`config.mk`:
```
export PLATFORM = sky130hd
export DESIGN_NAME = cepstral_delta_double_delta
export DESIGN_NICKNAME = d
export VERILOG_FILES = /design/src/hw/rtl/cdd_pkg.sv /design/src/hw/rtl/cdd_front.sv /design/src/hw/rtl/cdd_queue.sv /design/src/hw/rtl/cdd_back.sv /design/src/hw/rtl/cepstral_delta_double_delta.sv
export SDC_FILE = /design/constraint.sdc
export NUM_CORES = 2
export LEC_CHECK = 0
export ABC_CLOCK_PERIOD_IN_PS = 9600
export BUFFER_PORTS_ARGS = -buffer_cell sky130_fd_sc_hd__buf_2
export CORE_ASPECT_RATIO = 1.4
export CORE_MARGIN = 4
export CORE_UTILIZATION = 63
export DETAILED_ROUTE_END_ITERATION = 6
export PLACE_DENSITY = 0.79
export SYNTH_ARGS = -nofsm -noshare
export SYNTH_HDL_FRONTEND = slang
export SYNTH_HIERARCHICAL = 1
export SYNTH_SLANG_ARGS = --single-unit
```
`constraint.sdc`:
```
create_clock -name i_clk -period 9.6 [get_ports i_clk]
set_input_delay 0.48 -clock i_clk [delete_from_list [all_inputs] [get_ports i_clk]]
set_output_delay 0.48 -clock i_clk [all_outputs]
set_load 0.01 [all_outputs]
```
`src/hw/rtl/cdd_pkg.sv`:
```
`timescale 1ns / 1ps
// shared constants and control types for the cepstral delta block
// no dependencies
package cdd_pkg;

    // frames kept per coefficient position
    localparam int HIST_FRAMES = 7;
    // result lag in frames, also the earliest frame offset of a flush
    localparam int LAG = 3;
    // saturation point of the completed-frame counter
    localparam int FS_MAX = 4;
    // fixed field widths
    localparam int IDX_W = 4;
    localparam int FRAME_W = 16;
    localparam int FS_W = 3;
    localparam int HEAD_W = 3;
    localparam int BOFS_W = 2;
    // queue between front and back
    localparam int Q_DEPTH = 4;
    localparam int Q_AW = 2;
    localparam int Q_CW = 3;

    typedef logic [HIST_FRAMES-1:0] t_lanes;

    // control part of one queued item
    typedef struct packed {
        logic               fin;
        logic               frame_end;
        logic [BOFS_W-1:0]  b_first;
        logic [FRAME_W-1:0] frame;
        logic [IDX_W-1:0]   idx;
    } t_ctl;

endpackage

```
`src/hw/rtl/cdd_front.sv`:
```
`timescale 1ns / 1ps
// front end: accepts coefficients, keeps frame state and the history memory,
// aligns the seven frames of a position and hands them to the queue; uses cdd_pkg
module cdd_front #(
    parameter int NUM_COEF   = 13,
    parameter int COEF_WIDTH = 16
) (
    input  logic                                      i_clk,
    input  logic                                      i_rst_n,
    input  logic                                      i_valid,
    output logic                                      o_ready,
    input  logic [COEF_WIDTH-1:0]                     i_value,
    input  logic [cdd_pkg::IDX_W-1:0]                 i_index,
    input  logic                                      i_final,
    input  logic [cdd_pkg::Q_CW-1:0]                  i_q_count,
    output logic                                      o_push,
    output cdd_pkg::t_ctl                             o_push_ctl,
    output logic [cdd_pkg::HIST_FRAMES*COEF_WIDTH-1:0] o_push_row
);

    localparam int AW    = (NUM_COEF > 1) ? $clog2(NUM_COEF) : 1;
    localparam int ROW_W = cdd_pkg::HIST_FRAMES * COEF_WIDTH;

    // history memory: one row per coefficient position, one lane per ring slot
    logic [ROW_W-1:0] mem [NUM_COEF];

    logic [cdd_pkg::FS_W-1:0]    r_fs, n_fs;
    logic [cdd_pkg::FRAME_W-1:0] r_frame, n_frame;
    logic [cdd_pkg::HEAD_W-1:0]  r_head, n_head;

    logic                        r_b_valid;
    cdd_pkg::t_ctl               r_b_ctl;
    logic [COEF_WIDTH-1:0]       r_b_val;
    cdd_pkg::t_lanes             r_b_mask;
    logic [cdd_pkg::HEAD_W-1:0]  r_b_head;
    logic [ROW_W-1:0]            r_rd_row;

    logic                        in_range;
    logic                        frame_end;
    logic                        act;
    logic                        fs_ge3;
    logic                        has_res;
    logic [AW-1:0]               addr;
    cdd_pkg::t_lanes             wmask;
    logic [cdd_pkg::Q_CW-1:0]    fill;
    logic [ROW_W-1:0]            merged;

    // credit check: queued items plus the one in flight must leave a slot
    assign fill    = i_q_count + cdd_pkg::Q_CW'(r_b_valid);
    assign o_ready = (fill < cdd_pkg::Q_CW'(cdd_pkg::Q_DEPTH));

    // classify the item
    assign in_range  = (32'(i_index) < 32'(NUM_COEF));
    assign frame_end = (32'(i_index) == 32'(NUM_COEF - 1));
    assign act       = i_valid & o_ready & in_range;
    assign fs_ge3    = (r_fs >= cdd_pkg::FS_W'(cdd_pkg::LAG));
    assign has_res   = i_final | fs_ge3;
    assign addr      = AW'(i_index);
    // first frame of an utterance fills every slot, which clamps the start
    assign wmask     = (r_fs == '0) ? '1 : cdd_pkg::t_lanes'(1) << r_head;

    // history write and read-before-write of the same row
    always_ff @(posedge i_clk) begin
        if (act) begin
            r_rd_row <= mem[addr];
            for (int s = 0; s < cdd_pkg::HIST_FRAMES; s++) begin
                if (wmask[s]) begin
                    mem[addr][s*COEF_WIDTH +: COEF_WIDTH] <= i_value;
                end
            end
        end
    end

    // frame counters, advanced on the last coefficient of a frame, cleared on a final one
    always_comb begin
        n_fs    = r_fs;
        n_frame = r_frame;
        n_head  = r_head;
        if (act && frame_end) begin
            if (i_final) begin
                n_fs    = '0;
                n_frame = '0;
                n_head  = '0;
            end else begin
                if (r_fs < cdd_pkg::FS_W'(cdd_pkg::FS_MAX)) begin
                    n_fs = r_fs + 1'b1;
                end
                n_frame = r_frame + 1'b1;
                n_head  = (r_head == cdd_pkg::HEAD_W'(cdd_pkg::HIST_FRAMES - 1)) ?
                          '0 : r_head + 1'b1;
            end
        end
    end

    always_ff @(posedge i_clk) begin
        if (!i_rst_n) begin
            r_fs      <= '0;
            r_frame   <= '0;
            r_head    <= '0;
            r_b_valid <= 1'b0;
        end else begin
            r_fs      <= n_fs;
            r_frame   <= n_frame;
            r_head    <= n_head;
            r_b_valid <= act & has_res;
        end
    end

    // item details that travel alongside the memory read
    always_ff @(posedge i_clk) begin
        if (act) begin
            r_b_ctl.fin       <= i_final;
            r_b_ctl.frame_end <= frame_end;
            r_b_ctl.b_first   <= fs_ge3 ? cdd_pkg::BOFS_W'(cdd_pkg::LAG) :
                                          r_fs[cdd_pkg::BOFS_W-1:0];
            r_b_ctl.frame     <= r_frame;
            r_b_ctl.idx       <= i_index;
            r_b_val           <= i_value;
            r_b_mask          <= wmask;
            r_b_head          <= r_head;
        end
    end

    // merge the new value and rotate so that lane k holds frame offset -k
    always_comb begin
        logic [cdd_pkg::HEAD_W:0]   v_tmp;
        logic [cdd_pkg::HEAD_W-1:0] v_slot;
        merged = '0;
        for (int k = 0; k < cdd_pkg::HIST_FRAMES; k++) begin
            v_tmp = {1'b0, r_b_head} + (cdd_pkg::HEAD_W+1)'(cdd_pkg::HIST_FRAMES - k);
            if (v_tmp >= (cdd_pkg::HEAD_W+1)'(cdd_pkg::HIST_FRAMES)) begin
                v_tmp = v_tmp - (cdd_pkg::HEAD_W+1)'(cdd_pkg::HIST_FRAMES);
            end
            v_slot = v_tmp[cdd_pkg::HEAD_W-1:0];
            merged[k*COEF_WIDTH +: COEF_WIDTH] = r_b_mask[v_slot] ? r_b_val :
                r_rd_row[v_slot*COEF_WIDTH +: COEF_WIDTH];
        end
    end

    assign o_push     = r_b_valid;
    assign o_push_ctl = r_b_ctl;
    assign o_push_row = merged;

endmodule

```
`src/hw/rtl/cdd_queue.sv`:
```
`timescale 1ns / 1ps
// short queue of aligned history rows between front and back
// uses cdd_pkg
module cdd_queue #(
    parameter int ROW_W = 112
) (
    input  logic                     i_clk,
    input  logic                     i_rst_n,
    input  logic                     i_push,
    input  cdd_pkg::t_ctl            i_ctl,
    input  logic [ROW_W-1:0]         i_row,
    input  logic                     i_pop,
    output cdd_pkg::t_ctl            o_ctl,
    output logic [ROW_W-1:0]         o_row,
    output logic [cdd_pkg::Q_CW-1:0] o_count
);

    cdd_pkg::t_ctl              r_ctl [cdd_pkg::Q_DEPTH];
    logic [ROW_W-1:0]           r_row [cdd_pkg::Q_DEPTH];
    logic [cdd_pkg::Q_AW-1:0]   r_wr, r_rd;
    logic [cdd_pkg::Q_CW-1:0]   r_count;

    // storage, written at the tail
    always_ff @(posedge i_clk) begin
        if (i_push) begin
            r_ctl[r_wr] <= i_ctl;
            r_row[r_wr] <= i_row;
        end
    end

    // pointers and fill level
    always_ff @(posedge i_clk) begin
        if (!i_rst_n) begin
            r_wr    <= '0;
            r_rd    <= '0;
            r_count <= '0;
        end else begin
            if (i_push) begin
                r_wr <= r_wr + 1'b1;
            end
            if (i_pop) begin
                r_rd <= r_rd + 1'b1;
            end
            r_count <= r_count + cdd_pkg::Q_CW'(i_push) - cdd_pkg::Q_CW'(i_pop);
        end
    end

    assign o_ctl   = r_ctl[r_rd];
    assign o_row   = r_row[r_rd];
    assign o_count = r_count;

endmodule

```
`src/hw/rtl/cdd_back.sv`:
```
`timescale 1ns / 1ps
// back end: walks the frames owed by each queued item, forms static, delta and
// double delta, and holds them in the output register; uses cdd_pkg
module cdd_back #(
    parameter int COEF_WIDTH = 16,
    parameter int OUT_TW     = 72
) (
    input  logic                                       i_clk,
    input  logic                                       i_rst_n,
    input  logic [cdd_pkg::Q_CW-1:0]                   i_q_count,
    input  cdd_pkg::t_ctl                              i_ctl,
    input  logic [cdd_pkg::HIST_FRAMES*COEF_WIDTH-1:0] i_row,
    output logic                                       o_pop,
    output logic                                       o_tvalid,
    input  logic                                       i_tready,
    output logic [OUT_TW-1:0]                          o_tdata,
    output logic                                       o_tlast,
    output logic                                       o_tuser
);

    localparam int W    = COEF_WIDTH;
    localparam int O_D  = W;
    localparam int O_DD = 2 * W + 1;
    localparam int O_IX = 3 * W + 3;
    localparam int O_FN = 3 * W + 3 + cdd_pkg::IDX_W;

    logic                          r_mid, n_mid;
    logic [cdd_pkg::BOFS_W-1:0]    r_b, n_b;
    logic                          r_o_valid;
    logic [W-1:0]                  r_o_static;
    logic [W:0]                    r_o_delta;
    logic [W+1:0]                  r_o_dd;
    logic [cdd_pkg::IDX_W-1:0]     r_o_idx;
    logic [cdd_pkg::FRAME_W-1:0]   r_o_frame;
    logic                          r_o_last;
    logic                          r_o_utt;

    logic signed [W-1:0]           lane [cdd_pkg::HIST_FRAMES];
    logic [cdd_pkg::BOFS_W-1:0]    b_sel;
    logic [cdd_pkg::HEAD_W-1:0]    bx, ix_p1, ix_p2, ix_p3, ix_m1, ix_m2, ix_m3;
    logic signed [W:0]             delta, diff_a, diff_b;
    logic signed [W+1:0]           ddelta;
    logic                          q_valid, out_free, take, last;

    // split the aligned row, lane k is frame offset -k
    for (genvar k = 0; k < cdd_pkg::HIST_FRAMES; k++) begin : g_lane
        assign lane[k] = i_row[k*W +: W];
    end

    // frame offset of the result now being formed
    assign b_sel = r_mid ? r_b : i_ctl.b_first;
    assign bx    = cdd_pkg::HEAD_W'(b_sel);
    assign ix_p1 = bx + 3'd1;
    assign ix_p2 = bx + 3'd2;
    assign ix_p3 = bx + 3'd3;
    // offsets past the newest frame clamp to it
    assign ix_m1 = (bx >= 3'd1) ? bx - 3'd1 : '0;
    assign ix_m2 = (bx >= 3'd2) ? bx - 3'd2 : '0;
    assign ix_m3 = (bx >= 3'd3) ? bx - 3'd3 : '0;

    // differences, widened so nothing wraps
    assign delta  = {lane[ix_m2][W-1], lane[ix_m2]} - {lane[ix_p2][W-1], lane[ix_p2]};
    assign diff_a = {lane[ix_m3][W-1], lane[ix_m3]} - {lane[ix_p1][W-1], lane[ix_p1]};
    assign diff_b = {lane[ix_m1][W-1], lane[ix_m1]} - {lane[ix_p3][W-1], lane[ix_p3]};
    assign ddelta = {diff_a[W], diff_a} - {diff_b[W], diff_b};

    assign q_valid  = (i_q_count != '0);
    assign out_free = !r_o_valid || i_tready;
    assign take     = q_valid && out_free;
    assign last     = !i_ctl.fin || (b_sel == '0);
    assign o_pop    = take && last;

    // step through the owed frames, oldest first
    always_comb begin
        n_mid = r_mid;
        n_b   = r_b;
        if (take) begin
            if (last) begin
                n_mid = 1'b0;
            end else begin
                n_mid = 1'b1;
                n_b   = b_sel - 1'b1;
            end
        end
    end

    always_ff @(posedge i_clk) begin
        if (!i_rst_n) begin
            r_mid     <= 1'b0;
            r_b       <= '0;
            r_o_valid <= 1'b0;
        end else begin
            r_mid     <= n_mid;
            r_b       <= n_b;
            r_o_valid <= take || (r_o_valid && !i_tready);
        end
    end

    // output register payload
    always_ff @(posedge i_clk) begin
        if (take) begin
            r_o_static <= lane[bx];
            r_o_delta  <= delta;
            r_o_dd     <= ddelta;
            r_o_idx    <= i_ctl.idx;
            r_o_frame  <= i_ctl.frame - cdd_pkg::FRAME_W'(b_sel);
            r_o_last   <= last;
            r_o_utt    <= last && i_ctl.fin && i_ctl.frame_end;
        end
    end

    // pack the result transfer
    always_comb begin
        o_tdata                                  = '0;
        o_tdata[W-1:0]                           = r_o_static;
        o_tdata[O_D +: W+1]                      = r_o_delta;
        o_tdata[O_DD +: W+2]                     = r_o_dd;
        o_tdata[O_IX +: cdd_pkg::IDX_W]          = r_o_idx;
        o_tdata[O_FN +: cdd_pkg::FRAME_W]        = r_o_frame;
    end

    assign o_tvalid = r_o_valid;
    assign o_tlast  = r_o_last;
    assign o_tuser  = r_o_utt;

endmodule

```
`src/hw/rtl/cepstral_delta_double_delta.sv`:
```
`timescale 1ns / 1ps
// an input item passes the front stage register, the queue and the output register
// throughput: one input item per cycle outside the final frame while the queue has room,
// one result per cycle while the output is not stalled; a final-frame item gives one to
// four results; the back end's walk then paces input, the queue only hides bursts
// reset: synchronous active low, clears frame counters, queue and output valid;
// the history memory is not cleared, the first frame of each utterance fills it
module cepstral_delta_double_delta #(
    parameter int NUM_COEF   = 13,
    parameter int COEF_WIDTH = 16
) (
    input  logic                                     i_clk,
    input  logic                                     i_rst_n,
    input  logic                                     s_axis_tvalid,
    output logic                                     s_axis_tready,
    // coef_value, coef_index, zero pad
    input  logic [((COEF_WIDTH+cdd_pkg::IDX_W+7)/8)*8-1:0] s_axis_tdata,
    // final_frame
    input  logic                                     s_axis_tuser,
    output logic                                     m_axis_tvalid,
    input  logic                                     m_axis_tready,
    // static_value, delta_value, double_delta_value, out_coef_index,
    // out_frame_number, zero pad
    output logic [((3*COEF_WIDTH+3+cdd_pkg::IDX_W+cdd_pkg::FRAME_W+7)/8)*8-1:0] m_axis_tdata,
    // run_last
    output logic                                     m_axis_tlast,
    // utterance_end
    output logic                                     m_axis_tuser
);

    localparam int ROW_W  = cdd_pkg::HIST_FRAMES * COEF_WIDTH;
    localparam int OUT_TW = ((3*COEF_WIDTH+3+cdd_pkg::IDX_W+cdd_pkg::FRAME_W+7)/8)*8;

    logic                     push, pop;
    cdd_pkg::t_ctl            push_ctl, head_ctl;
    logic [ROW_W-1:0]         push_row, head_row;
    logic [cdd_pkg::Q_CW-1:0] q_count;

    // accept, classify and align
    cdd_front #(
        .NUM_COEF   (NUM_COEF),
        .COEF_WIDTH (COEF_WIDTH)
    ) u_front (
        .i_clk      (i_clk),
        .i_rst_n    (i_rst_n),
        .i_valid    (s_axis_tvalid),
        .o_ready    (s_axis_tready),
        .i_value    (s_axis_tdata[COEF_WIDTH-1:0]),
        .i_index    (s_axis_tdata[COEF_WIDTH +: cdd_pkg::IDX_W]),
        .i_final    (s_axis_tuser),
        .i_q_count  (q_count),
        .o_push     (push),
        .o_push_ctl (push_ctl),
        .o_push_row (push_row)
    );

    // decoupling queue
    cdd_queue #(
        .ROW_W (ROW_W)
    ) u_queue (
        .i_clk   (i_clk),
        .i_rst_n (i_rst_n),
        .i_push  (push),
        .i_ctl   (push_ctl),
        .i_row   (push_row),
        .i_pop   (pop),
        .o_ctl   (head_ctl),
        .o_row   (head_row),
        .o_count (q_count)
    );

    // result generation and output register
    cdd_back #(
        .COEF_WIDTH (COEF_WIDTH),
        .OUT_TW     (OUT_TW)
    ) u_back (
        .i_clk     (i_clk),
        .i_rst_n   (i_rst_n),
        .i_q_count (q_count),
        .i_ctl     (head_ctl),
        .i_row     (head_row),
        .o_pop     (pop),
        .o_tvalid  (m_axis_tvalid),
        .i_tready  (m_axis_tready),
        .o_tdata   (m_axis_tdata),
        .o_tlast   (m_axis_tlast),
        .o_tuser   (m_axis_tuser)
    );

endmodule

```
# After elaboration in Yosys (flattened, before gate mapping)
# Memory sizes are Yosys's and may differ from the RTL's. A register that Yosys moved wholly into a read port is not among the register bits.
# Cells that the tools add are included.
[totals]
reg_bits = 157
mem_bits_rw = 2000
output_inout_bits = 76
word_cells = 216
memories = 3
[mem_list]
columns = ["memory", "depth", "width", "rd", "rd_ports_with_merged_regs", "wr", "line", "rtl"]
rows = [
  ["u_front.mem", 13, 112, 1, 1, 1, "cdd_front.sv:25", "logic [ROW_W-1:0] mem [NUM_COEF];"],
  ["u_queue.r_row", 4, 112, 1, 1, 1, "cdd_queue.sv:19", "logic [ROW_W-1:0] r_row [cdd_pkg::Q_DEPTH];"],
  ["u_queue.r_ctl", 4, 24, 1, 1, 1, "cdd_queue.sv:18", "cdd_pkg::t_ctl r_ctl [cdd_pkg::Q_DEPTH];"],
]
[op_classes]
addsub = 33
magnitude_cmp = 28
eq_ne = 2
shift = 8
mux = 87
n_bitwise = 12
reduce_logical = 18
[op_table]
columns = ["cell", "n"]
rows = [
  ["$shiftx 112x8->16", 7],
  ["$mux 16", 22],
  ["$bmux 16 s3", 7],
  ["$sub 16x16->17", 3],
  ["$mux 3", 14],
  ["$mux 1", 31],
  ["$ge 4x3->1 const B", 7],
  ["$ge 4x4->1 const B", 7],
  ["$lt 3x4->1 const B", 7],
  ["$not 3->4", 6],
  ["$bmux 1 s3", 7],
  ["$sub 3x3->3 const B", 7],
  ["$sub 17x17->18", 1],
  ["$add 16x1->16 const B", 1],
  ["$add 3x3->4 const B", 4],
  ["$sub 16x2->16", 1],
  ["$mux 2", 5],
  ["$add 3x2->4 const B", 2],
  ["$mux 7", 1],
  ["$shl 1x3->7 const A", 1],
  ["$add 2x2->3 const B", 2],
  ["$add 3x1->3 const B", 2],
  ["$logic_and 1x1->1", 6],
  ["$lt 3x3->1 const B", 2],
  ["25 further kinds", 35],
]

# Longest topological paths before layout
[depth]
ltp_word = 9
mapped_depth = 28
depth_no_buf = 21

# Hierarchy
# Netlist, hierarchy kept.
[modules_own_cells]
columns = ["module", "n_inst", "cells_each", "area_each_um2", "seq_area_each_um2"]
rows = [
  ["cdd_front", 1, 3696, 70402.5, 49047.0],
  ["cdd_queue", 1, 751, 20017.9, 16515.8],
  ["cdd_back", 1, 1007, 9227.6, 2272.2],
]

# Worst setup path after synthesis
# OpenSTA, ideal clock, no wires.
[synth_timing]
path_type = "input-to-reg"
from = "input port s_axis_tdata[16] (netlist name)"
to = "memory u_front.mem[11][64] (enable)"
setup_ps = 389
t_arrival_ps = 7268
setup_slack_ps = 1943
path_stages = 8
path_buffers = 4
cell_sequence = "buf_2 -> buf_2 -> nor2_1 -> o211a_1 -> clkbuf_1 -> nand2_1 -> clkbuf_1 -> nor2_1"
[synth_via]
elab_chain_len = 4
[synth_rtl]
columns = ["item", "line", "rtl"]
rows = [
  ["from (decl)", "cepstral_delta_double_delta.sv:17", "input logic [((COEF_WIDTH+cdd_pkg::IDX_W+7)/8)*8-1:0] s_axis_tdata,"],
  ["$lt 4x4->1", "cdd_front.sv:53", "assign in_range = (32'(i_index) < 32'(NUM_COEF));"],
  ["$and 1x1->1", "cdd_front.sv:55", "assign act = i_valid & o_ready & in_range;"],
  ["$mux 1", "cdd_front.sv:64", "if (act) begin"],
  ["$mux 1 (implied by the code)", "cdd_front.sv:68", "mem[addr][s*COEF_WIDTH +: COEF_WIDTH] <= i_value;"],
  ["to (decl)", "cdd_front.sv:25", ""],
]
# Several ways; a longest one is shown, not always the timed one.

==> flow_metrics.env <==
export IMPL_r2r_slack_ns=2.17
export IMPL_critPathKind="flip-flop to flip-flop"
export IMPL_instances_no_fill=7849
export IMPL_hpwlAfterDp_mm=166.2
export IMPL_route_detailed_drc=0
export IMPL_p_per_area_nw_per_um2=321.8
export IMPL_cts_buffers=196
export IMPL_clk_path_buf_depth=3
export IMPL_finalClockSkew_ns=0.04261
export IMPL_die_w_um=344.1
export IMPL_grt_overflow=0
export IMPL_cts_setup_buffers=0
export IMPL_synthTopCellsByCount="edfxtp_1, mux4_2, nand2_1"
export IMPL_gp_congestion=1.029
export IMPL_antenna_found_initial=14
export IMPL_ir_drop_uv=691.7
export IMPL_period_share=0.7742
export IMPL_htree_num_levels=4
export IMPL_async_flop_share=0
export IMPL_cp_start_kind="flip-flop"
export IMPL_syn_area_sq_um=99650
export IMPL_synth_cells=5454
export IMPL_cp_num_buf_inv=6
export IMPL_relSlewSlack=0.1935
export IMPL_die_area_sq_um=164700
export IMPL_nNetsFinal=5721
export IMPL_leakage_uw=0.03572
export IMPL_setup_violations_final=0
export IMPL_cp_required_ns=10.18
export IMPL_crit_path_top_delay_cell="dfxtp_4"
export IMPL_synth_top_area_frac=0.6735
export IMPL_slowest_delay_ns=0.83
export IMPL_ys_warn_count=6
export IMPL_start_util=0.6343
export IMPL_max_clock_freq_mhz=134.5
export IMPL_synth_distinct_cells=99
export IMPL_yosysMostFrequentCell="edfxtp_1"
export IMPL_grt_pass1_wl_mm=400.9
export IMPL_root_buffer="clkbuf_16"
export IMPL_finalSetupTns_ns=0
export IMPL_arrival_ns=8.02
export IMPL_cts_sinks=2271
export IMPL_rows=172
export IMPL_die_h_um=478.6
export IMPL_port_buffers=99
export IMPL_first_pass_iters=6
export IMPL_grt_use_total=0.3402
export IMPL_vias=55670
export IMPL_hold_class="primary input to flip-flop"
export IMPL_dpl_cell_count=7475
export IMPL_wirelength_mm=275.2
export IMPL_coreArea_sq_um=157100
export IMPL_route_detailed_wl_per_inst_um=35.06
export IMPL_yosysTopAreaCell="edfxtp_1"
export IMPL_first_global_vias=56420
export IMPL_antenna_left=0
export IMPL_max_cap_violations=0
export IMPL_pin_count=105
export IMPL_critical_path_cell_chain="mux4_2, mux2_4, inv_8, ha_1, buf_4, clkinv_1, mux4_2, o21a_1, fa_1, inv_1, fa_1, inv_1, ha_1, inv_1, fa_1, nor2b_1, o31a_1, nor3_1, o31ai_1, a21oi_1, xnor2_1"
export IMPL_drt_iter0_markers=7843
export IMPL_clkTransAtPathRegs_ns=0.07
export IMPL_end_kind="flip-flop"
export IMPL_grt_max_degree=119
export IMPL_period_needed_ns=7.433
export IMPL_slew_violations=0
export IMPL_hold_depth=1
export IMPL_clk_insertion_delay_late_ns=0.85
export IMPL_r2r_cells=21
export IMPL_synth_seq_cells=2271
export IMPL_syn_avg_cell_area_sq_um=18.27
export IMPL_yosysSeqAreaShare=0.6807
export IMPL_critical_path_top_delay_family="adder cells"
export IMPL_synth_ff_type="edfxtp_1"
export IMPL_drive_above_1_share=0.2558
export IMPL_synth_area_top_cells="edfxtp_1, mux4_2, mux2i_1"
export IMPL_fill_cells=9418
export IMPL_critical_path_depth=21
export IMPL_hold_violations=0
export IMPL_synthesis_nets=5584
export IMPL_worst_pin_slew_ns=1.210
export IMPL_cp_max_fo=56
export IMPL_status="finished clean"
export IMPL_vias_per_cell=7.093
export IMPL_synth_edf_count=2235
export IMPL_cts_tree="done"
export IMPL_rsz0062_at_grt="false"
export IMPL_area_growth_pct=9.622
## logic make-up after synthesis
logic type | Yosys count | synth area share
and+or+nand+nor | 883 | 0.04032
other | 1 | 0.00003763
adders and majority gates | 101 | 0.01547
buffers and inverters | 476 | 0.02140
muxes | 1083 | 0.1965
xor gates and xnor gates | 62 | 0.006203
DFF | 2271 | 0.6807
AOI/OAI and AO/OA | 577 | 0.03931
## layout by cell type, fill, tap and decap left out, drive strengths merged, types with 26 or more instances in the layout
cell and n:
buf 278, mux2i 246, clkbuf 235, and3 38
nand3 100, o21ai 102, xor2 26, and2 27
nand2 357, dfxtp 36, a31oi 38, a2111oi 28
a221oi 63, nor2 236, clkinv 85, edfxtp 2235
a21oi 152, xnor2 35, mux2 159, ha 64
inv 138, mux4 678, fa 37
## metal layers
metal / up-vias / global-route usage / wire length [um]
met1: 28600 / 0.4270 / 92300
met3: 892 / 0.06015 / 23870
li1: 22440 / - / -
met2: 3733 / 0.5623 / 139400
met5: - / 0 / 70
met4: 10 / 0.2002 / 19560
## power breakdown
group | total [uW] | switching, uW | internal (uW)
Sequential | 12600 | 404 | 12200
Combinational | 14600 | 8820 | 5790
Clock | 7910 | 3540 | 4370
## worst reg2reg max path: cells and delay by family, from the launching register on
kind | cells | cell delay [ns]
adder cells (fa/ha/maj) | 5 | 1.83
buffers and inverters | 6 | 1.63
multiplexers | 3 | 1.55
AO/OA/AOI/OAI | 4 | 0.97
flip-flops | 1 | 0.83
AND/OR/NAND/NOR | 2 | 0.26
XOR/XNOR | 1 | 0.14
## worst paths after layout
check | startpoint | endpoint
hold / removal | s_axis_tdata[7] | u_front/r_b_val[7]
setup reg to reg | flip-flop | u_back/r_o_dd[14]
setup / recovery | flip-flop | u_back/r_o_dd[14]
hold reg to reg | u_front/r_frame[15] | u_front/o_push_ctl[19]
## timing repair
item	4_1_cts	5_1_grt
hold endpoints to repair	34	0
hold buffers	6	0
gates resized for setup	0	0
## stage by stage
| stage | hold slack, ns | util | setup WS [ns] | power (uW) | area, sq um |
|---|---|---|---|---|---|
| after floorplan | 0.4292 | - | 1.943 | 23090 | 99650 |
| after global placement | 0.4382 | 0.6542 | 2.183 | 27010 | 102800 |
| after detailed placement | 0.4403 | 0.6542 | 2.097 | 27250 | 102800 |
| after CTS | 0.07515 | 0.6952 | 2.087 | 35150 | 109200 |
| after global routing | 0.1030 | 0.6952 | 1.660 | 37140 | 109200 |
| final | 0.1271 | 0.6953 | 2.167 | 35150 | 109200 |
## sequential cells by signal, summed over array words and instances, names as in the netlist, 17 cells and up, named ones only
signal              cells
u_front/mem          1456
u_queue/r_row         448
u_front/r_rd_row      112
u_queue/r_ctl          96
u_front/o_push_ctl     24
u_back/r_o_dd          18
u_back/r_o_delta       17
## final cells by class
| class | instances | area [sq um] | area share |
|---|---|---|---|
| clock inverters | 127 | 1262 | 0.01156 |
| well taps | 2088 | 2613 | 0.02392 |
| inverters | 130 | 496.7 | 0.004547 |
| flip-flops and latches | 2271 | 67840 | 0.6211 |
| clock buffers | 234 | 5121 | 0.04688 |
| repair buffers | 285 | 2016 | 0.01845 |
| diodes | 7 | 17.52 | 0.0001604 |
| multi-input cells | 2707 | 29870 | 0.2734 |
No activity file was read; power rests on OpenSTA's default activity.
